===== src/rtl/isis_hdr_pkg.sv =====
// ----------------------------------------------------------------------------
// isis_hdr_pkg
// Constants, codes and helper functions for the IS-IS header checker and
// TLV walker.
// ----------------------------------------------------------------------------
package isis_hdr_pkg;

  localparam int SYS_ID_BYTES = 6;

  // Header field values
  localparam logic [7:0] NLPID_IS     = 8'd131;
  localparam logic [7:0] TYPE_MASK    = 8'h1F;
  localparam logic [7:0] VERSION_ONE  = 8'd1;
  localparam logic [7:0] ID_LEN_SYS   = 8'(SYS_ID_BYTES);
  localparam logic [7:0] ID_LEN_DFLT  = 8'd0;
  localparam logic [7:0] AREAS_BAD    = 8'd255;
  localparam logic [7:0] CIRC_NONE    = 8'd0;
  localparam logic [7:0] CIRC_L1      = 8'd1;
  localparam logic [7:0] CIRC_L2      = 8'd2;
  localparam logic [7:0] CIRC_L12     = 8'd3;

  // Fixed header lengths
  localparam logic [7:0] LAN_HDR  = 8'(15 + (SYS_ID_BYTES << 1));
  localparam logic [7:0] PTP_HDR  = 8'(14 + SYS_ID_BYTES);
  localparam logic [7:0] LSP_HDR  = 8'(21 + SYS_ID_BYTES);
  localparam logic [7:0] CSNP_HDR = 8'd33;

  // PDU types
  localparam logic [4:0] PT_L1_LAN_HELLO = 5'd15;
  localparam logic [4:0] PT_L2_LAN_HELLO = 5'd16;
  localparam logic [4:0] PT_P2P_HELLO    = 5'd17;
  localparam logic [4:0] PT_L1_CSNP      = 5'd24;
  localparam logic [4:0] PT_L2_CSNP      = 5'd25;

  // Header byte offsets
  localparam logic [15:0] OFF_NLPID    = 16'd0;
  localparam logic [15:0] OFF_FIXLEN   = 16'd1;
  localparam logic [15:0] OFF_VERSION  = 16'd2;
  localparam logic [15:0] OFF_IDLEN    = 16'd3;
  localparam logic [15:0] OFF_PDUTYPE  = 16'd4;
  localparam logic [15:0] OFF_PKTVER   = 16'd5;
  localparam logic [15:0] OFF_AREAS    = 16'd7;
  localparam logic [15:0] OFF_CIRCUIT  = 16'd8;
  localparam logic [15:0] OFF_HOLD_HI  = 16'(9 + SYS_ID_BYTES);
  localparam logic [15:0] OFF_HOLD_LO  = 16'(10 + SYS_ID_BYTES);
  localparam logic [15:0] OFF_PLEN_HI  = 16'(11 + SYS_ID_BYTES);
  localparam logic [15:0] OFF_PLEN_LO  = 16'(12 + SYS_ID_BYTES);

  // Error codes
  localparam logic [3:0] ERR_NONE      = 4'd0;
  localparam logic [3:0] ERR_NLPID     = 4'd1;
  localparam logic [3:0] ERR_VERSION   = 4'd2;
  localparam logic [3:0] ERR_IDLEN     = 4'd3;
  localparam logic [3:0] ERR_HDR_SHORT = 4'd11;

  // Check flag bits: bit i stands for error code i+1
  localparam int FLAG_NLPID   = 0;
  localparam int FLAG_VERSION = 1;
  localparam int FLAG_IDLEN   = 2;
  localparam int FLAG_FIXLEN  = 3;
  localparam int FLAG_PDUTYPE = 4;
  localparam int FLAG_PKTVER  = 5;
  localparam int FLAG_AREAS   = 6;
  localparam int FLAG_CIRCUIT = 7;
  localparam int FLAG_LEVEL   = 8;
  localparam int FLAG_PLEN    = 9;
  localparam int NUM_FLAGS    = 10;

  // Byte roles
  localparam logic [2:0] ROLE_HEADER   = 3'd0;
  localparam logic [2:0] ROLE_TLV_TYPE = 3'd1;
  localparam logic [2:0] ROLE_TLV_LEN  = 3'd2;
  localparam logic [2:0] ROLE_TLV_VAL  = 3'd3;
  localparam logic [2:0] ROLE_STRAY    = 3'd4;
  localparam logic [2:0] ROLE_BEYOND   = 3'd5;
  localparam logic [2:0] ROLE_IGNORED  = 3'd6;

  localparam logic [14:0] TLV_COUNT_MAX = 15'h7FFF;
  localparam logic [15:0] OFFSET_MAX    = 16'hFFFF;

  // Lowest error code among the raised flags, zero if none
  function automatic logic [3:0] lowest_code(input logic [NUM_FLAGS-1:0] flags);
    logic [3:0] code;
    code = ERR_NONE;
    for (int i = NUM_FLAGS - 1; i >= 0; i--) begin
      if (flags[i]) begin
        code = 4'(i + 1);
      end
    end
    return code;
  endfunction

  // A known error is final once no lower-coded check is still to come
  function automatic logic settled(input logic [3:0] code, input logic [15:0] nxt);
    logic [3:0] pend;
    logic       res;
    if (nxt == OFF_NLPID) begin
      pend = ERR_NLPID;
    end else if (nxt <= OFF_VERSION) begin
      pend = ERR_VERSION;
    end else begin
      pend = ERR_IDLEN;
    end
    if (code == ERR_NONE) begin
      res = 1'b0;
    end else if (nxt >= OFF_PDUTYPE) begin
      res = 1'b1;
    end else begin
      res = (code <= pend);
    end
    return res;
  endfunction

endpackage


===== src/rtl/isis_header_tlv_checker_unit.sv =====
// ----------------------------------------------------------------------------
// isis_header_tlv_checker_unit
// IS-IS PDU header checker and TLV walker, one PDU byte per request.
// ----------------------------------------------------------------------------
// Takes one PDU byte per cycle while out_stall stays low and returns one
// result per byte. Each byte goes into an input register; the header
// checks and the TLV walk step for that byte run between that register and
// the result register, so a byte may follow in every cycle and the sustained
// rate is one byte per cycle while out_stall stays low. The result for the
// byte flagged last_byte carries frame_done and the final verdict; the next
// byte starts a new frame.
module isis_header_tlv_checker_unit (
  input  logic        clk,
  input  logic        rst,
  input  logic        in_valid,
  output logic        in_stall,
  input  logic [7:0]  pdu_byte,
  input  logic [15:0] frame_length,
  input  logic        last_byte,
  output logic        out_valid,
  input  logic        out_stall,
  output logic [2:0]  byte_role,
  output logic [7:0]  tlv_kind,
  output logic [7:0]  value_index,
  output logic [3:0]  error_code,
  output logic        header_ok,
  output logic [4:0]  pdu_kind,
  output logic [15:0] hold_time,
  output logic [14:0] tlv_count,
  output logic [15:0] stragglers,
  output logic        frame_done,
  output logic        capture_short
);

  localparam logic [2:0] PH_HEAD = 3'd0;
  localparam logic [2:0] PH_TYPE = 3'd1;
  localparam logic [2:0] PH_LEN  = 3'd2;
  localparam logic [2:0] PH_VAL  = 3'd3;
  localparam logic [2:0] PH_STOP = 3'd4;

  // Input register
  logic        in_q_valid;
  logic [7:0]  in_q_byte;
  logic [15:0] in_q_flen;
  logic        in_q_last;
  logic        advance;
  logic        in_take;

  // Walk state
  logic [15:0] byte_offset, byte_offset_next;
  logic [3:0]  first_error, first_error_next;
  logic [isis_hdr_pkg::NUM_FLAGS-1:0] check_flags, check_flags_next;
  logic [4:0]  pdu_type_reg, pdu_type_reg_next;
  logic [15:0] hold_time_reg, hold_time_reg_next;
  logic [15:0] packet_length_reg, packet_length_reg_next;
  logic [15:0] remaining_bytes, remaining_bytes_next;
  logic [2:0]  walk_phase, walk_phase_next;
  logic [7:0]  current_tlv_type, current_tlv_type_next;
  logic [7:0]  value_left, value_left_next;
  logic [7:0]  value_pos, value_pos_next;
  logic [14:0] tlv_counter, tlv_counter_next;

  // Per-byte result
  logic [2:0]  res_role;
  logic [7:0]  res_kind;
  logic [7:0]  res_vidx;
  logic [3:0]  res_error;
  logic        res_hok;
  logic [4:0]  res_pdu_kind;
  logic [15:0] res_hold;
  logic [14:0] res_count;
  logic [15:0] res_strag;
  logic        res_short;

  logic [15:0] rem_dec;
  logic [15:0] walk_start;
  logic [7:0]  left_dec;
  logic [4:0]  byte_type;

  assign advance  = in_q_valid && (!out_valid || !out_stall);
  assign in_stall = in_q_valid && !advance;
  assign in_take  = in_valid && !in_stall;

  always_ff @(posedge clk) begin
    if (rst) begin
      in_q_valid <= 1'b0;
    end else if (in_take) begin
      in_q_valid <= 1'b1;
    end else if (advance) begin
      in_q_valid <= 1'b0;
    end
  end

  always_ff @(posedge clk) begin
    if (in_take) begin
      in_q_byte <= pdu_byte;
      in_q_flen <= frame_length;
      in_q_last <= last_byte;
    end
  end

  always_comb begin
    byte_offset_next       = byte_offset;
    first_error_next       = first_error;
    check_flags_next       = check_flags;
    pdu_type_reg_next      = pdu_type_reg;
    hold_time_reg_next     = hold_time_reg;
    packet_length_reg_next = packet_length_reg;
    remaining_bytes_next   = remaining_bytes;
    walk_phase_next        = walk_phase;
    current_tlv_type_next  = current_tlv_type;
    value_left_next        = value_left;
    value_pos_next         = value_pos;
    tlv_counter_next       = tlv_counter;

    res_role   = isis_hdr_pkg::ROLE_HEADER;
    res_kind   = 8'd0;
    res_vidx   = 8'd0;
    rem_dec    = remaining_bytes - 16'd1;
    left_dec   = value_left - 8'd1;
    byte_type  = 5'(in_q_byte & isis_hdr_pkg::TYPE_MASK);
    walk_start = (pdu_type_reg == isis_hdr_pkg::PT_P2P_HELLO) ?
                 16'(isis_hdr_pkg::PTP_HDR) : 16'(isis_hdr_pkg::LAN_HDR);

    if (isis_hdr_pkg::settled(first_error, byte_offset)) begin
      res_role = isis_hdr_pkg::ROLE_IGNORED;
    end else begin
      unique case (walk_phase)
        PH_HEAD: begin
          res_role = isis_hdr_pkg::ROLE_HEADER;
          unique case (byte_offset)
            isis_hdr_pkg::OFF_NLPID: begin
              if (in_q_byte != isis_hdr_pkg::NLPID_IS)
                check_flags_next[isis_hdr_pkg::FLAG_NLPID] = 1'b1;
            end
            isis_hdr_pkg::OFF_FIXLEN: begin
              if (in_q_byte != isis_hdr_pkg::LAN_HDR && in_q_byte != isis_hdr_pkg::PTP_HDR &&
                  in_q_byte != isis_hdr_pkg::LSP_HDR && in_q_byte != isis_hdr_pkg::CSNP_HDR)
                check_flags_next[isis_hdr_pkg::FLAG_FIXLEN] = 1'b1;
            end
            isis_hdr_pkg::OFF_VERSION: begin
              if (in_q_byte != isis_hdr_pkg::VERSION_ONE)
                check_flags_next[isis_hdr_pkg::FLAG_VERSION] = 1'b1;
            end
            isis_hdr_pkg::OFF_IDLEN: begin
              if (in_q_byte != isis_hdr_pkg::ID_LEN_SYS && in_q_byte != isis_hdr_pkg::ID_LEN_DFLT)
                check_flags_next[isis_hdr_pkg::FLAG_IDLEN] = 1'b1;
            end
            isis_hdr_pkg::OFF_PDUTYPE: begin
              pdu_type_reg_next = byte_type;
              if (byte_type != isis_hdr_pkg::PT_L1_LAN_HELLO &&
                  byte_type != isis_hdr_pkg::PT_L2_LAN_HELLO &&
                  byte_type != isis_hdr_pkg::PT_P2P_HELLO &&
                  byte_type != isis_hdr_pkg::PT_L1_CSNP &&
                  byte_type != isis_hdr_pkg::PT_L2_CSNP)
                check_flags_next[isis_hdr_pkg::FLAG_PDUTYPE] = 1'b1;
            end
            isis_hdr_pkg::OFF_PKTVER: begin
              if (in_q_byte != isis_hdr_pkg::VERSION_ONE)
                check_flags_next[isis_hdr_pkg::FLAG_PKTVER] = 1'b1;
            end
            isis_hdr_pkg::OFF_AREAS: begin
              if (in_q_byte == isis_hdr_pkg::AREAS_BAD)
                check_flags_next[isis_hdr_pkg::FLAG_AREAS] = 1'b1;
            end
            isis_hdr_pkg::OFF_CIRCUIT: begin
              if (in_q_byte == isis_hdr_pkg::CIRC_NONE || in_q_byte > isis_hdr_pkg::CIRC_L12) begin
                check_flags_next[isis_hdr_pkg::FLAG_CIRCUIT] = 1'b1;
              end else if ((in_q_byte == isis_hdr_pkg::CIRC_L1 &&
                            pdu_type_reg == isis_hdr_pkg::PT_L2_LAN_HELLO) ||
                           (in_q_byte == isis_hdr_pkg::CIRC_L2 &&
                            pdu_type_reg == isis_hdr_pkg::PT_L1_LAN_HELLO)) begin
                check_flags_next[isis_hdr_pkg::FLAG_LEVEL] = 1'b1;
              end
            end
            isis_hdr_pkg::OFF_HOLD_HI: begin
              hold_time_reg_next = {in_q_byte, 8'd0};
            end
            isis_hdr_pkg::OFF_HOLD_LO: begin
              hold_time_reg_next = {hold_time_reg[15:8], in_q_byte};
            end
            isis_hdr_pkg::OFF_PLEN_HI: begin
              packet_length_reg_next = {in_q_byte, 8'd0};
            end
            isis_hdr_pkg::OFF_PLEN_LO: begin
              packet_length_reg_next = {packet_length_reg[15:8], in_q_byte};
              if (packet_length_reg_next < 16'(isis_hdr_pkg::LAN_HDR) ||
                  packet_length_reg_next > in_q_flen)
                check_flags_next[isis_hdr_pkg::FLAG_PLEN] = 1'b1;
            end
            default: begin
            end
          endcase
          first_error_next = isis_hdr_pkg::lowest_code(check_flags_next);
          if (first_error_next == isis_hdr_pkg::ERR_NONE &&
              byte_offset >= isis_hdr_pkg::OFF_PLEN_LO) begin
            if (byte_offset == isis_hdr_pkg::OFF_PLEN_LO)
              remaining_bytes_next = packet_length_reg_next - walk_start;
            // enter the walk on the last header byte
            if (byte_offset == walk_start - 16'd1)
              walk_phase_next = (remaining_bytes_next >= 16'd2) ? PH_TYPE : PH_STOP;
          end
        end
        PH_TYPE: begin
          res_role              = isis_hdr_pkg::ROLE_TLV_TYPE;
          res_kind              = in_q_byte;
          current_tlv_type_next = in_q_byte;
          remaining_bytes_next  = rem_dec;
          walk_phase_next       = PH_LEN;
        end
        PH_LEN: begin
          res_role             = isis_hdr_pkg::ROLE_TLV_LEN;
          res_kind             = current_tlv_type;
          remaining_bytes_next = rem_dec;
          if (16'(in_q_byte) > rem_dec) begin
            // overrun: stop the walk, do not count this TLV
            walk_phase_next = PH_STOP;
          end else begin
            if (tlv_counter < isis_hdr_pkg::TLV_COUNT_MAX)
              tlv_counter_next = tlv_counter + 15'd1;
            if (in_q_byte != 8'd0) begin
              value_left_next = in_q_byte;
              value_pos_next  = 8'd0;
              walk_phase_next = PH_VAL;
            end else begin
              walk_phase_next = (rem_dec >= 16'd2) ? PH_TYPE : PH_STOP;
            end
          end
        end
        PH_VAL: begin
          res_role             = isis_hdr_pkg::ROLE_TLV_VAL;
          res_kind             = current_tlv_type;
          res_vidx             = value_pos;
          value_pos_next       = value_pos + 8'd1;
          value_left_next      = left_dec;
          remaining_bytes_next = rem_dec;
          if (left_dec == 8'd0)
            walk_phase_next = (rem_dec >= 16'd2) ? PH_TYPE : PH_STOP;
        end
        default: begin
          res_role = (byte_offset < packet_length_reg) ? isis_hdr_pkg::ROLE_STRAY :
                                                         isis_hdr_pkg::ROLE_BEYOND;
        end
      endcase
    end

    byte_offset_next = (byte_offset < isis_hdr_pkg::OFFSET_MAX) ? byte_offset + 16'd1 :
                                                                  isis_hdr_pkg::OFFSET_MAX;

    // frame ended inside the header with no final verdict yet
    if (in_q_last && walk_phase_next == PH_HEAD &&
        byte_offset_next <= isis_hdr_pkg::OFF_PLEN_LO &&
        !isis_hdr_pkg::settled(first_error_next, byte_offset_next))
      first_error_next = isis_hdr_pkg::ERR_HDR_SHORT;

    res_error    = first_error_next;
    res_hok      = (first_error_next == isis_hdr_pkg::ERR_NONE) &&
                   (byte_offset_next > isis_hdr_pkg::OFF_PLEN_LO);
    res_strag    = (first_error_next == isis_hdr_pkg::ERR_NONE && walk_phase_next == PH_STOP) ?
                   remaining_bytes_next : 16'd0;
    res_short    = in_q_last && (first_error_next == isis_hdr_pkg::ERR_NONE) &&
                   (walk_phase_next != PH_STOP);
    res_pdu_kind = pdu_type_reg_next;
    res_hold     = hold_time_reg_next;
    res_count    = tlv_counter_next;

    // drop all frame state after the last byte
    if (in_q_last) begin
      byte_offset_next       = 16'd0;
      first_error_next       = isis_hdr_pkg::ERR_NONE;
      check_flags_next       = '0;
      pdu_type_reg_next      = 5'd0;
      hold_time_reg_next     = 16'd0;
      packet_length_reg_next = 16'd0;
      remaining_bytes_next   = 16'd0;
      walk_phase_next        = PH_HEAD;
      current_tlv_type_next  = 8'd0;
      value_left_next        = 8'd0;
      value_pos_next         = 8'd0;
      tlv_counter_next       = 15'd0;
    end
  end

  always_ff @(posedge clk) begin
    if (rst) begin
      byte_offset       <= 16'd0;
      first_error       <= isis_hdr_pkg::ERR_NONE;
      check_flags       <= '0;
      pdu_type_reg      <= 5'd0;
      hold_time_reg     <= 16'd0;
      packet_length_reg <= 16'd0;
      remaining_bytes   <= 16'd0;
      walk_phase        <= PH_HEAD;
      current_tlv_type  <= 8'd0;
      value_left        <= 8'd0;
      value_pos         <= 8'd0;
      tlv_counter       <= 15'd0;
    end else if (advance) begin
      byte_offset       <= byte_offset_next;
      first_error       <= first_error_next;
      check_flags       <= check_flags_next;
      pdu_type_reg      <= pdu_type_reg_next;
      hold_time_reg     <= hold_time_reg_next;
      packet_length_reg <= packet_length_reg_next;
      remaining_bytes   <= remaining_bytes_next;
      walk_phase        <= walk_phase_next;
      current_tlv_type  <= current_tlv_type_next;
      value_left        <= value_left_next;
      value_pos         <= value_pos_next;
      tlv_counter       <= tlv_counter_next;
    end
  end

  // Result register
  always_ff @(posedge clk) begin
    if (rst) begin
      out_valid <= 1'b0;
    end else if (advance) begin
      out_valid <= 1'b1;
    end else if (!out_stall) begin
      out_valid <= 1'b0;
    end
  end

  always_ff @(posedge clk) begin
    if (advance) begin
      byte_role     <= res_role;
      tlv_kind      <= res_kind;
      value_index   <= res_vidx;
      error_code    <= res_error;
      header_ok     <= res_hok;
      pdu_kind      <= res_pdu_kind;
      hold_time     <= res_hold;
      tlv_count     <= res_count;
      stragglers    <= res_strag;
      frame_done    <= in_q_last;
      capture_short <= res_short;
    end
  end

endmodule


===== config.mk =====
export PLATFORM = sky130hd
export DESIGN_NAME = isis_header_tlv_checker_unit
export DESIGN_NICKNAME = d
export VERILOG_FILES = /design/src/rtl/isis_hdr_pkg.sv /design/src/rtl/isis_header_tlv_checker_unit.sv
export SDC_FILE = /design/constraint.sdc
export NUM_CORES = 1
export LEC_CHECK = 0
export BUFFER_PORTS_ARGS = -buffer_cell sky130_fd_sc_hd__buf_2
export CAP_MARGIN = 5
export CORE_MARGIN = 2
export CORE_UTILIZATION = 47
export DETAILED_ROUTE_END_ITERATION = 10
export MAX_ROUTING_LAYER = met4
export PLACE_DENSITY = 0.78
export SLEW_MARGIN = 20
export SYNTH_ARGS = -nofsm -noshare
export SYNTH_HDL_FRONTEND = slang
export SYNTH_SLANG_ARGS = --single-unit

===== constraint.sdc =====
create_clock -name clk -period 4.9 [get_ports clk]
set_clock_uncertainty 0.2 [all_clocks]
set_input_delay 0.98 -clock clk [delete_from_list [all_inputs] [get_ports clk]]
set_output_delay 0.98 -clock clk [all_outputs]
set_load 0.03 [all_outputs]

; Word-level counts from Yosys, hierarchy flattened
; Cells that the tools add are included.
; Widths: inputs -> output; s select.
[word_totals]
ff_bits = 230
out_inout_bits = 80
input_bits = 29
word_cells = 268
[classes]
n_lt_le_gt_ge = 18
reduce_logical = 51
eq_ne = 38
add_sub_neg = 7
bitwise = 1
mux = 125
[op_table]
columns = op, count
row1 = $mux 16, 17
row2 = $pmux 16 s2, 3
row3 = $mux 8, 11
row4 = $mux 15, 5
row5 = $mux 4, 17
row6 = $eq 16x3->1 const B, 3
row7 = $eq 16x5->1 const B, 3
row8 = $pmux 8 s2, 3
row9 = $mux 1, 46
row10 = $eq 16x2->1 const B, 2
row11 = $eq 16x4->1 const B, 2
row12 = $ge 16x2->1 const B, 2
row13 = $ge 16x3->1 const B, 2
row14 = $le 16x2->1 const B, 2
row15 = $logic_not 16->1, 2
row16 = $mux 10, 3
row17 = $mux 3, 9
row18 = $pmux 3 s4, 2
row19 = $logic_and 1x1->1, 21
row20 = $mux 5, 4
row21 = $ne 5x5->1 const B, 4
row22 = $add 16x1->16 const B, 1
row23 = $eq 16x1->1 const B, 1
row24 = $eq 16x16->1, 1
row25 = other kinds (48), 74

; Logic depth before layout (Yosys ltp)
; Gate-level depths: netlist of the first run.
[logic_depth]
depth_word = 38
depth_mapped = 22

; Worst setup path after synthesis of the first run
; OpenSTA, ideal clock, no wires.
[synth_timing]
kind = flip-flop to flip-flop
startpoint = register byte_offset[12]
endpoint = register stragglers[3], data pin
setup_ps = 137
slack_ps = -76
stages_incl_launch_ff = 19
period_less_slack_ps = 4976
n_path_buf = 3
arrival_time_ps = 4639
cell_sequence = dfxtp_1 > buf_2 > or4_4 > nor3_1 > nand2_1 > clkbuf_1 > a31oi_1 > ha_1 > inv_1 > fa_1 > nand3_1 > a21boi_0 > o311a_1 > a221o_1 > or4_1 > o21ai_2 > o211ai_2 > buf_6 > nor2_2
[synth_via]
elab_chain_cells = 28
[synth_lines]
columns = item, line
row1 = start: declaration, isis_header_tlv_checker_unit.sv:50  ; logic [15:0] byte_offset, byte_offset_next;
row2 = start signal: assignment, isis_header_tlv_checker_unit.sv:299  ; byte_offset <= byte_offset_next;
row3 = "parallel branches: the longest is 28 deep, another holds $sub 16x5->16", --
row4 = end signal: assignment, isis_header_tlv_checker_unit.sv:335  ; stragglers <= res_strag;
row5 = end: declaration, isis_header_tlv_checker_unit.sv:30  ; output logic [15:0] stragglers,
; Several ways; the timed one is not identified. The select of a mux whose other input is x is not followed.
; A chain may end at the register's enable or synchronous reset.

; Worst setup path after layout of the first run
[layout_timing]
startpoint = register byte_offset[1]
endpoint = register error_code[2], data pin
[layout_via]
elab_chain_cells = 26
[layout_lines]
columns = item, line
row1 = "parallel branches: the longest is 25 deep, another holds $sub 16x5->16", --
row2 = $mux 4 (*), isis_header_tlv_checker_unit.sv:251  ; if (in_q_last && walk_phase_next == PH_HEAD &&
row3 = net res_error[2], isis_header_tlv_checker_unit.sv:67  ; logic [3:0] res_error;
row4 = end signal: assignment, isis_header_tlv_checker_unit.sv:330  ; error_code <= res_error;
row5 = end: declaration, isis_header_tlv_checker_unit.sv:25  ; output logic [3:0] error_code,
; Mark *: on every way through the listed nets, which the timed path passes. The select of a mux whose other input is x is not followed.

==> results of run 1 <==
## how the worst max path moves through the flow
| stage | startpoint | end | cells past startpoint |
|---|---|---|---|
| CTS | byte_offset[1] | stragglers[0] | 18 |
| detailed placement | byte_offset[15] | hold_time_reg[6] | 15 |
| global placement | byte_offset[1] | stragglers[0] | 17 |
| floorplan | byte_offset[12] | stragglers[3] | 18 |
| global route | byte_offset[15] | error_code[2] | 17 |
| finish | byte_offset[1] | error_code[2] | 18 |
## metal layers
metal	vias to the layer above	global-route usage, %	wire length (um)
li1	5808	-	-
met5	-	-	0
met4	0	11.8	1760
met3	136	3.91	3110
met2	572	42.5	18000
met1	5864	33.5	15900
## synth_stat cells (8+ instances only)
library cell,number,area share (%)
a21o_1,16,0.91
a21oi_1,113,4.3
a22o_1,10,0.66
a22oi_1,73,4.1
a31oi_1,19,0.90
and2_1,8,0.38
and3_1,22,1.0
buf_1,9,0.26
clkbuf_1,72,2.0
dfxtp_1,127,19
edfxtp_1,103,23
ha_1,57,5.4
inv_1,57,1.6
mux2_2,14,1.2
mux2i_1,8,0.61
nand2_1,107,3.0
nand3_1,38,1.4
nand4_1,23,1.1
nor2_1,212,6.0
nor2_2,10,0.47
nor2b_1,14,0.66
nor3_1,56,2.1
nor4_1,13,0.62
o21a_1,11,0.62
o21ai_0,61,2.3
o22ai_1,15,0.71
o31ai_1,12,0.68
or3_1,19,0.90
or4_1,11,0.62
xnor2_1,24,1.6
xor2_1,16,1.1
## cell usage in the layout (no fill, tap or decap), types with 14 or more instances in the layout
cell       instances
nor2_1           209
dfxtp_1          126
a21oi_1          108
buf_2            107
nand2_1          106
edfxtp_1         103
buf_4             81
a22oi_1           73
o21ai_0           61
inv_1             55
ha_1              55
nor3_1            54
nand3_1           38
clkbuf_16         26
xnor2_1           24
nand4_1           23
and3_1            22
or3_1             19
a31oi_1           18
xor2_1            16
a21o_1            16
o22ai_1           15
mux2_2            14
## metrics by stage
stage / cells / instance area, um2 / power (mW) / hold slack, ns
2_1_floorplan: 1497 / 13200 / 2.50 / 0.248
3_3_place_gp: 1974 / 14500 / 2.67 / 0.265
3_5_place_dp: 1974 / 14500 / 2.68 / 0.278
4_1_cts: 2024 / 15500 / 4.78 / 0.292
5_1_grt: 2025 / 15600 / 4.93 / 0.316
6_report: 2025 / 15600 / 4.78 / 0.291
## cell type report
cell class	count	share of cell area [%]
repair buffers	190	7.58
inverters	57	1.39
well taps	378	3.03
clock inverters	13	1.35
clock buffers	35	4.58
flip-flops and latches	230	36.1
multi-input cells	1122	46.0
## kinds of logic (layout without fill, tap and decap cells)
family / Yosys count / count (layout) / share of synthesized area [%]
AND/OR/NAND/NOR: 590 / 590 / 22.5
XOR/XNOR: 40 / 40 / 2.65
buffers and inverters: 145 / 295 / 4.25
adder cells (fa/ha/maj): 58 / 58 / 5.54
AO/OA/AOI/OAI: 412 / 412 / 20.6
multiplexers: 22 / 22 / 1.80
flip-flops: 230 / 230 / 42.6
## worst register-to-register path, stage by stage (launching register included)
cell and delay [ns]:
dfxtp_1 0.32, inv_2 0.09, ha_4 0.15, or4bb_4 0.49
nor4_4 0.29, buf_4 0.18, o31ai_1 0.10, ha_1 0.37
nor2_1 0.06, a21oi_1 0.22, a21oi_2 0.11, a21oi_2 0.28
or4_4 0.21, a221oi_2 0.06, o211ai_1 0.38, buf_4 0.21
o21ai_4 0.08, or3_1 0.46, o21ba_1 0.20
## repair_timing
item                                    CTS  global route
gates cloned                              0             0
resized for setup                         8            22
pin swaps                                 4             7
hold buffers                              0             0
endpoints found under the setup margin   19            30
buffers inserted                          2             0
## power by group
| part | switching [mW] | internal (mW) |
|---|---|---|
| clock network | 0.823 | 1.29 |
| registers | 0.0308 | 2.05 |
| logic | 0.394 | 0.186 |
==> metrics.cfg, run 1 <==
[global_routing]
grt_pass1_vias = 11600
grt_start_max_net_pins = 98
grt_antenna_before_repair = 0
grt_first_pass_wirelength_um = 61100
grt_overflow = 0
grtUsageTotal_pct = 26.6

[floorplan]
core-area_um2 = 27700
initial_utilization_pct = 47.7
fp.dieH_um = 172
dieArea_um2 = 29500
row_count = 61
die_w_um = 172
io_pins = 109

[layout]
fillCellCount = 2477
drive_gt1_share_pct = 19.2
utilization_pct = 56.3
seq_area_um2 = 5640
diodes = 0
multiInputGateArea_um2 = 7170
largest_register_ffs = 32
nets = 1714
syn_to_final_growth_pct = 18.0

[setup_path]
max_stage_delay_ns = 0.49
reg2reg_depth = 18
cp_cell_sequence = inv_2, ha_4, or4bb_4, nor4_4, buf_4, o31ai_1, ha_1, nor2_1, a21oi_1, a21oi_2, a21oi_2, or4_4, a221oi_2, o211ai_1, buf_4, o21ai_4, or3_1, o21ba_1
required_ns = 5.00
crit_slowest_cell = or4bb_4
critical_path_arrival_ns = 4.81
cp_top_family = simple AND/OR/NAND/NOR gates
crit_type = register to register
r2r_end = error_code[2]
r2r_setup_slack_ns = 0.19
start_kind = register
rr_startpoint = byte_offset[1]
crit_buf_inv = 3
worstPathMaxFanout = 6
endpoint_kind = register

[power]
leakagePower_nw = 6.08
worst_ir_drop_vdd_uv = 220
power_density_nw_per_um2 = 306

[timing]
fin_ws_ns = 0.188
hold_viol = 0
fmax_mhz = 212
setup_tns_ns = 0
finalSetupViolCount = 0
final_max_slew_viol_count = 0
tightest_slew_ns = 0.931
fin_crit_sh_pct = 96.2
relSlewSlack_pct = 37.7
period_minus_slack_ns = 4.71

[hold_path]
holdPathEnd = check_flags[4]
hold_start = check_flags[4]
holdPathStages = 2
hp-class = register to register

[placed_design]
dp_worst_setup_slack_ns = -0.0236
portBuffers = 108
hpwl_um = 27000
routabilityCongestion = 1.05

[routing]
drtAntennaViolNets = 0
drc = 0
viasPerCell = 6.11
totalWireLength_um = 38800
wire_per_inst_um = 19.1
drt_iter0_drc = 1334
drtPass1Iterations = 5
via_count = 12400

[cts]
clock-sinks = 230
clk_latency_ns = 0.55
htree_levels = 1
cts_tree = yes
clockBufferDepth = 3
clkTransAtPathRegs_ns = 0.07
cts_buffers = 26
clockRootBuffer = clkbuf_16

[logic_synthesis]
synth.distinct_cells = 88
async_flop_share_pct = 0
synth-edff-count = 103
ys.warnings.count = 0
syn_nets = 1584
ys_ff_latch = 230
synth.avg_cell_area_um2 = 8.83
synth_area_um2 = 13200
ys.flop_type = dfxtp_1
synth_cells = 1497
yosysSeqAreaShare_pct = 42.6

[outcome]
outcome = completed

[flow_run]
cap_violations = 0

(Power assumes the default switching activity.)
==> run 2, diff against run 1 <==
- ABC_AREA: default -> 1
==> run 2 against run 1 <==
Compared with the run above:
- routed wire length shrank 5.8%
- clock power shrank 7%
- count of clock-buffer cells in the layout shrank 5
- fmax grew 4.2%
- non-clock buffer count shrank 50
==> metrics.cfg, run 2 <==
[setup_path]
r2r_setup_slack_ns = 0.38  ; was 0.19 ns
start_kind = register  ; unchanged
reg2reg_depth = 29  ; was 18
crit_buf_inv = 4  ; was 3
rr_startpoint = byte_offset[1]  ; unchanged
crit_slowest_cell = dfxtp_2  ; was or4bb_4
r2r_end = error_code[2]  ; unchanged
crit_start = byte_offset[1]  ; unchanged
crit_cells = 29  ; was 18
endpoint_kind = register  ; unchanged
crit_end = error_code[2]  ; unchanged
crit_type = register to register  ; unchanged
max_stage_delay_ns = 0.42  ; was 0.49 ns
required_ns = 5.02  ; was 5.00 ns
critical_path_arrival_ns = 4.64  ; was 4.81 ns
crit_top_cell = nand2_1
cp_top_family = simple AND/OR/NAND/NOR gates  ; unchanged
worstPathMaxFanout = 16  ; was 6

[placed_design]
dp_worst_setup_slack_ns = 0.302  ; was -0.0236 ns
placed_cell_area_um2 = 14600  ; was 14500 um2
place_inst = 2303  ; was 1974
routabilityCongestion = 0.985  ; was 1.05
hpwl_um = 26200  ; was 27000 um
portBuffers = 108  ; unchanged

[logic_synthesis]
synth.most_common_cell = nand2_1  ; was nor2_1
yosys-top-cells-count = nand2_1 (458), nor2_1 (211), inv_1 (196), a21oi_1 (174), dfxtp_1 (127)  ; was nor2_1 (212), dfxtp_1 (127), a21oi_1 (113), nand2_1 (107), edfxtp_1 (103)
synth.distinct_cells = 56  ; was 88
synth-edff-count = 103  ; unchanged
ys_top_cells_by_area = edfxtp_1 (23%), dfxtp_1 (19%), nand2_1 (13%), a21oi_1 (6.4%), nor2_1 (5.8%)  ; was edfxtp_1 (23%), dfxtp_1 (19%), nor2_1 (6.0%), ha_1 (5.4%), a21oi_1 (4.3%)
async_flop_share_pct = 0  ; unchanged
synth_area_um2 = 13600  ; was 13200 um2
yosysSeqAreaShare_pct = 41.3  ; was 42.6%
synth_cells = 1848  ; was 1497
ys.warnings.count = 0  ; unchanged
yosysTopAreaCell = edfxtp_1  ; unchanged
ys.flop_type = dfxtp_1  ; unchanged
syn_nets = 1935  ; was 1584
synth.avg_cell_area_um2 = 7.38  ; was 8.83 um2
ys_ff_latch = 230  ; unchanged
synth_top_area_share_pct = 22.7  ; was 23.4%

[timing]
fin_crit_sh_pct = 92.3  ; was 96.2%
finalSetupViolCount = 0  ; unchanged
fin_ws_ns = 0.378  ; was 0.188 ns
relSlewSlack_pct = 35.7  ; was 37.7%
fmax_mhz = 221  ; was 212 MHz
tightest_slew_ns = 0.963  ; was 0.931 ns
period_minus_slack_ns = 4.52  ; was 4.71 ns
hold_viol = 0  ; unchanged
hold_ws_ns = 0.264  ; was 0.291 ns
final_max_slew_viol_count = 0  ; unchanged

[hold_path]
hp-class = register to register  ; unchanged

[floorplan]
row_count = 62  ; was 61
initial_utilization_pct = 47.7  ; about the same
io_pins = 109  ; unchanged
die_w_um = 174  ; was 172 um
core-area_um2 = 28600  ; was 27700 um2
fp.dieH_um = 174  ; was 172 um
dieArea_um2 = 30400  ; was 29500 um2

[global_routing]
grtUsageTotal_pct = 24.0  ; was 26.6%
grt_first_pass_wirelength_um = 58300  ; was 61100 um
grt_antenna_before_repair = 0  ; unchanged
grt_start_max_net_pins = 77  ; was 98
grt_pass1_vias = 11600  ; about the same
grt_overflow = 0  ; unchanged

[cts]
clkTransAtPathRegs_ns = 0.07  ; about the same
cts_buffers = 26  ; unchanged
cts_tree = yes  ; unchanged
clock-sinks = 230  ; unchanged
clockBufferDepth = 3  ; unchanged
clockRootBuffer = clkbuf_16  ; unchanged
htree_levels = 1  ; unchanged
clk_latency_ns = 0.56  ; was 0.55 ns

[layout]
final_common_cell = nand2_1  ; was nor2_1
final_cell_mix = nand2_1 (458), nor2_1 (208), inv_1 (196)  ; was nor2_1 (209), dfxtp_1 (126), a21oi_1 (108)
layout.cells.non_filler = 2359  ; was 2025
nets = 2042  ; was 1714
drive_gt1_share_pct = 13.2  ; was 19.2%
diodes = 0  ; unchanged
syn_to_final_growth_pct = 13.7  ; was 18.0%
fin_area_um2 = 15500  ; was 15600 um2
largest_register_ffs = 32  ; unchanged

[power]
switching_share_pct = 26.1  ; about the same
power.share.clock_pct = 43.7  ; was 44.2%
leakagePower_nw = 6.56  ; was 6.08 nW
worst_ir_drop_vdd_uv = 314  ; was 220 uV
pwr-share-comb_pct = 9.9  ; was 12.1%
internal_power_mw = 3.32  ; was 3.53 mW
total_power_mw = 4.49  ; was 4.78 mW
power_switching_mw = 1.17  ; was 1.25 mW
power_density_nw_per_um2 = 289  ; was 306 nW/um2
power_frac_seq_pct = 46.5  ; was 43.6%

[routing]
drtAntennaViolNets = 0  ; unchanged
drc = 0  ; unchanged
viasPerCell = 5.39  ; was 6.11
drt_iter0_drc = 1317  ; was 1334
wire_per_inst_um = 15.5  ; was 19.1 um
via_count = 12700  ; was 12400
drtPass1Iterations = 8  ; was 5
totalWireLength_um = 36500  ; was 38800 um

[outcome]
outcome = completed  ; unchanged

[flow_run]
cap_violations = 0  ; unchanged

==> run 2: cell types whose count changed in the layout (fill, tap and decap cells not counted), moves of 20 or more <==
| cell | previous run | this run |
|---|---|---|
| a21oi_1 | 108 | 174 |
| buf_4 | 81 | 32 |
| nand3_1 | 38 | 121 |
| a22oi_1 | 73 | 2 |
| nor2_4 | 0 | 20 |
| and3_1 | 22 | 0 |
| inv_1 | 55 | 196 |
| o21ai_0 | 61 | 86 |
| nand2_1 | 106 | 458 |
==> run 2: cell type report <==
cell class	count	area [um2]
Timing Repair Buffer	140	796
Sequential cell	230	5640
Clock buffer	30	666
Tap cell	384	480
Fill cell	2684	13100
Multi-Input combinational cell	1352	6970
Clock inverter	18	193
Inverter	205	769
==> run 2: worst min-delay path by stage <==
stage / cells after the start / to / slack (ns) / start
finish: 2 / hold_time_reg[0] / 0.26 / hold_time_reg[0]
global route: 2 / current_tlv_type[3] / 0.28 / current_tlv_type[3]
CTS: 2 / current_tlv_type[5] / 0.26 / current_tlv_type[5]
detailed placement: 2 / current_tlv_type[5] / 0.25 / current_tlv_type[5]
global placement: 2 / current_tlv_type[4] / 0.25 / current_tlv_type[4]
floorplan: 0 / frame_done / 0.22 / in_q_last
==> run 2: repair_timing <==
action	in CTS	in global routing
buffers inserted	0	8
hold buffers	0	0
endpoints found under the setup margin	0	22
endpoints found under the hold margin	0	0
gates resized for setup	0	5
==> run 2: logic make-up after synthesis <==
logic type	synth area share (%)
AND/OR/NAND/NOR	30.3
AO/OA/AOI/OAI	12.9
flip-flops	41.3
adder cells (fa/ha/maj)	5.37
XOR/XNOR	2.25
buffers and inverters	7.83
==> run 2: worst reg2reg max path: cells and delay by family, from the launching register on <==
family                     cells  cell delay, ns
AOI/OAI and AO/OA              2            0.27
adders and majority gates      2            0.55
buffers and inverters          4            0.33
DFF                            1            0.42
and+or+nand+nor               21            2.51
==> run 2: power by group through the flow <==
stage	sequential, mW	clock (mW)	combinational (mW)
6_report	2.08	1.96	0.444
3_3_place_gp	2.12	0	0.428
5_1_grt	2.09	2.07	0.487
3_5_place_dp	2.12	0	0.435
4_1_cts	2.08	1.99	0.437
2_1_floorplan	2.17	0	0.261
==> run 2: layer usage <==
| layer | vias up | GRT usage [%] | part of all wire (%) |
|---|---|---|---|
| met3 | 70 | 3.52 | 7.9 |
| met2 | 485 | 38.2 | 46 |
| met5 | - | - | 0 |
| met4 | 0 | 7.04 | 2.6 |
| li1 | 6316 | - | - |
| met1 | 5837 | 31.9 | 44 |
==> run 2: metrics by stage <==
| stage | util (%) | TNS, ns |
|---|---|---|
| finish | 54.2 | 0 |
| global route | 54.2 | -0.0571 |
| CTS | 53.9 | 0 |
| detailed placement | 50.9 | 0 |
| global placement | 50.9 | 0 |
| floorplan | - | 0 |
==> run 3, diff against run 2 <==
- CORE_MARGIN: 2 -> default
==> run 3 against run 2 <==
Compared with the run above:
- flip-flop and latch count stayed put
- utilization is 0.58 points higher
- sequential share of layout area is 0.39 points lower
==> metrics.cfg, run 3 (synthesis results as in run 2) <==
[routing]
drc = 0  ; unchanged
drt_iter0_drc = 1521  ; was 1317
drtAntennaViolNets = 0  ; unchanged
wire_per_inst_um = 15.4  ; was 15.5 um
via_count = 12800  ; was 12700
totalWireLength_um = 36400  ; was 36500 um
viasPerCell = 5.43  ; was 5.39
drtPass1Iterations = 7  ; was 8

[timing]
fmax_mhz = 227  ; was 221 MHz
relSlewSlack_pct = 29.2  ; was 35.7%
tightest_slew_ns = 1.06  ; was 0.963 ns
final_max_slew_viol_count = 0  ; unchanged
fin_crit_sh_pct = 90.1  ; was 92.3%
hold_viol = 0  ; unchanged
period_minus_slack_ns = 4.41  ; was 4.52 ns
finalSetupViolCount = 0  ; unchanged

[setup_path]
endpoint_kind = register  ; unchanged
crit_top_cell = nand2_1  ; unchanged
crit_slowest_cell = fa_1  ; was dfxtp_2
critical_path_arrival_ns = 4.49  ; was 4.64 ns
cp_top_family = simple AND/OR/NAND/NOR gates  ; unchanged
worstPathMaxFanout = 15  ; was 16
required_ns = 4.98  ; was 5.02 ns
crit_buf_inv = 4  ; unchanged
max_stage_delay_ns = 0.42  ; about the same
crit_type = register to register  ; unchanged
start_kind = register  ; unchanged

[floorplan]
initial_utilization_pct = 47.7  ; unchanged
io_pins = 109  ; unchanged
die_w_um = 172  ; was 174 um
core-area_um2 = 28600  ; unchanged
row_count = 62  ; unchanged
fp.dieH_um = 172  ; was 174 um
dieArea_um2 = 29700  ; was 30400 um2

[cts]
clockRootBuffer = clkbuf_16  ; unchanged
cts_buffers = 26  ; unchanged
htree_levels = 1  ; unchanged
clk_latency_ns = 0.55  ; was 0.56 ns
cts_tree = yes  ; unchanged
clockBufferDepth = 3  ; unchanged
clock-sinks = 230  ; unchanged
clkTransAtPathRegs_ns = 0.06  ; was 0.07 ns

[global_routing]
grt_use_met1_pct = 32.5  ; was 31.9%
grt_first_pass_wirelength_um = 58400  ; was 58300 um
grt_pass1_vias = 11800  ; was 11600
grtUsageTotal_pct = 25.4  ; was 24.0%
grtUsageMet3_pct = 4.17  ; was 3.52%
use_met2_pct = 40.2  ; was 38.2%
grt_overflow = 0  ; unchanged
grt_antenna_before_repair = 0  ; unchanged
top_usage_layer = met2  ; unchanged
grt_start_max_net_pins = 74  ; was 77

[placed_design]
hpwl_um = 26200  ; about the same
portBuffers = 108  ; unchanged
routabilityCongestion = 0.994  ; was 0.985
place_inst = 2304  ; was 2303

[layout]
diodes = 0  ; unchanged
drive_gt1_share_pct = 13.5  ; was 13.2%
largest_register_ffs = 32  ; unchanged
final_cell_mix = nand2_1 (458), nor2_1 (208), inv_1 (196)  ; unchanged
nets = 2046  ; was 2042
layout.cells.non_filler = 2363  ; was 2359
syn_to_final_growth_pct = 14.9  ; was 13.7%
fillCellCount = 2639  ; was 2684
utilization_pct = 54.8  ; was 54.2%
final_common_cell = nand2_1  ; unchanged

[power]
leakagePower_nw = 6.63  ; was 6.56 nW
worst_ir_drop_vdd_uv = 270  ; was 314 uV
power_density_nw_per_um2 = 298  ; was 289 nW/um2
total_power_mw = 4.67  ; was 4.49 mW

[hold_path]
hp-class = register to register  ; unchanged

[outcome]
outcome = completed  ; unchanged

[flow_run]
cap_violations = 0  ; unchanged

run 3: cell count changes in the layout (fill, tap and decap cells not counted), sizes merged:
cell,previous run,this run
clkinvlp,2,3
clkbuf,30,31
inv,205,206
buf,140,144
clkinv,13,8
bufinv,3,5
run 3: worst paths after layout:
kind              cells after the start                  end                 from  slack [ns]
hold reg to reg                       2  current_tlv_type[1]  current_tlv_type[1]        0.26
setup reg to reg                     27       stragglers[15]       byte_offset[6]        0.49
hold / removal                        2  current_tlv_type[1]  current_tlv_type[1]        0.26
setup / recovery                     27       stragglers[15]       byte_offset[6]        0.49
run 3: cell type report:
class | instances | area, um2 | share of cell area [%]
timing repair buffer | 144 | 842 | 5.37
clock inverter | 17 | 243 | 1.55
clock buffer | 31 | 711 | 4.53
inverter | 205 | 769 | 4.91
tap | 384 | 480 | 3.06
sequential | 230 | 5640 | 36.0
multi-input combinational | 1352 | 6990 | 44.6
run 3: report_power, final:
group	total, mW	internal (mW)	switching, mW
logic	0.451	0.125	0.326
registers	2.08	2.05	0.0294
clock network	2.13	1.31	0.822
total	4.67	3.49	1.18
run 3: worst min-delay path, stage by stage, from the launching register on:
cell,delay (ns)
dfxtp_1,0.31
nand2_1,0.06
a21oi_1,0.05
run 3: routing by layer:
layer / up-vias / share of wire, %
li1: 6332 / -
met1: 5872 / 43
met2: 540 / 46
met3: 88 / 8.2
met4: 0 / 3.4
met5: - / 0
run 3: per-stage QoR:
stage	area, um2	setup TNS (ns)	setup slack, ns	hold WS, ns
after floorplan	13600	0	0.634	0.224
after global placement	14600	0	0.433	0.247
after detailed placement	14600	0	0.251	0.253
after CTS	15500	0	0.213	0.262
after global routing	15700	-0.0116	-0.0116	0.269
final	15700	0	0.486	0.265
run 3: what timing repair did:
item / in CTS / in global routing
endpoints found under the setup margin: 0 / 22
setup buffers: 0 / 11
hold buffers: 0 / 0
gates resized for setup: 0 / 9
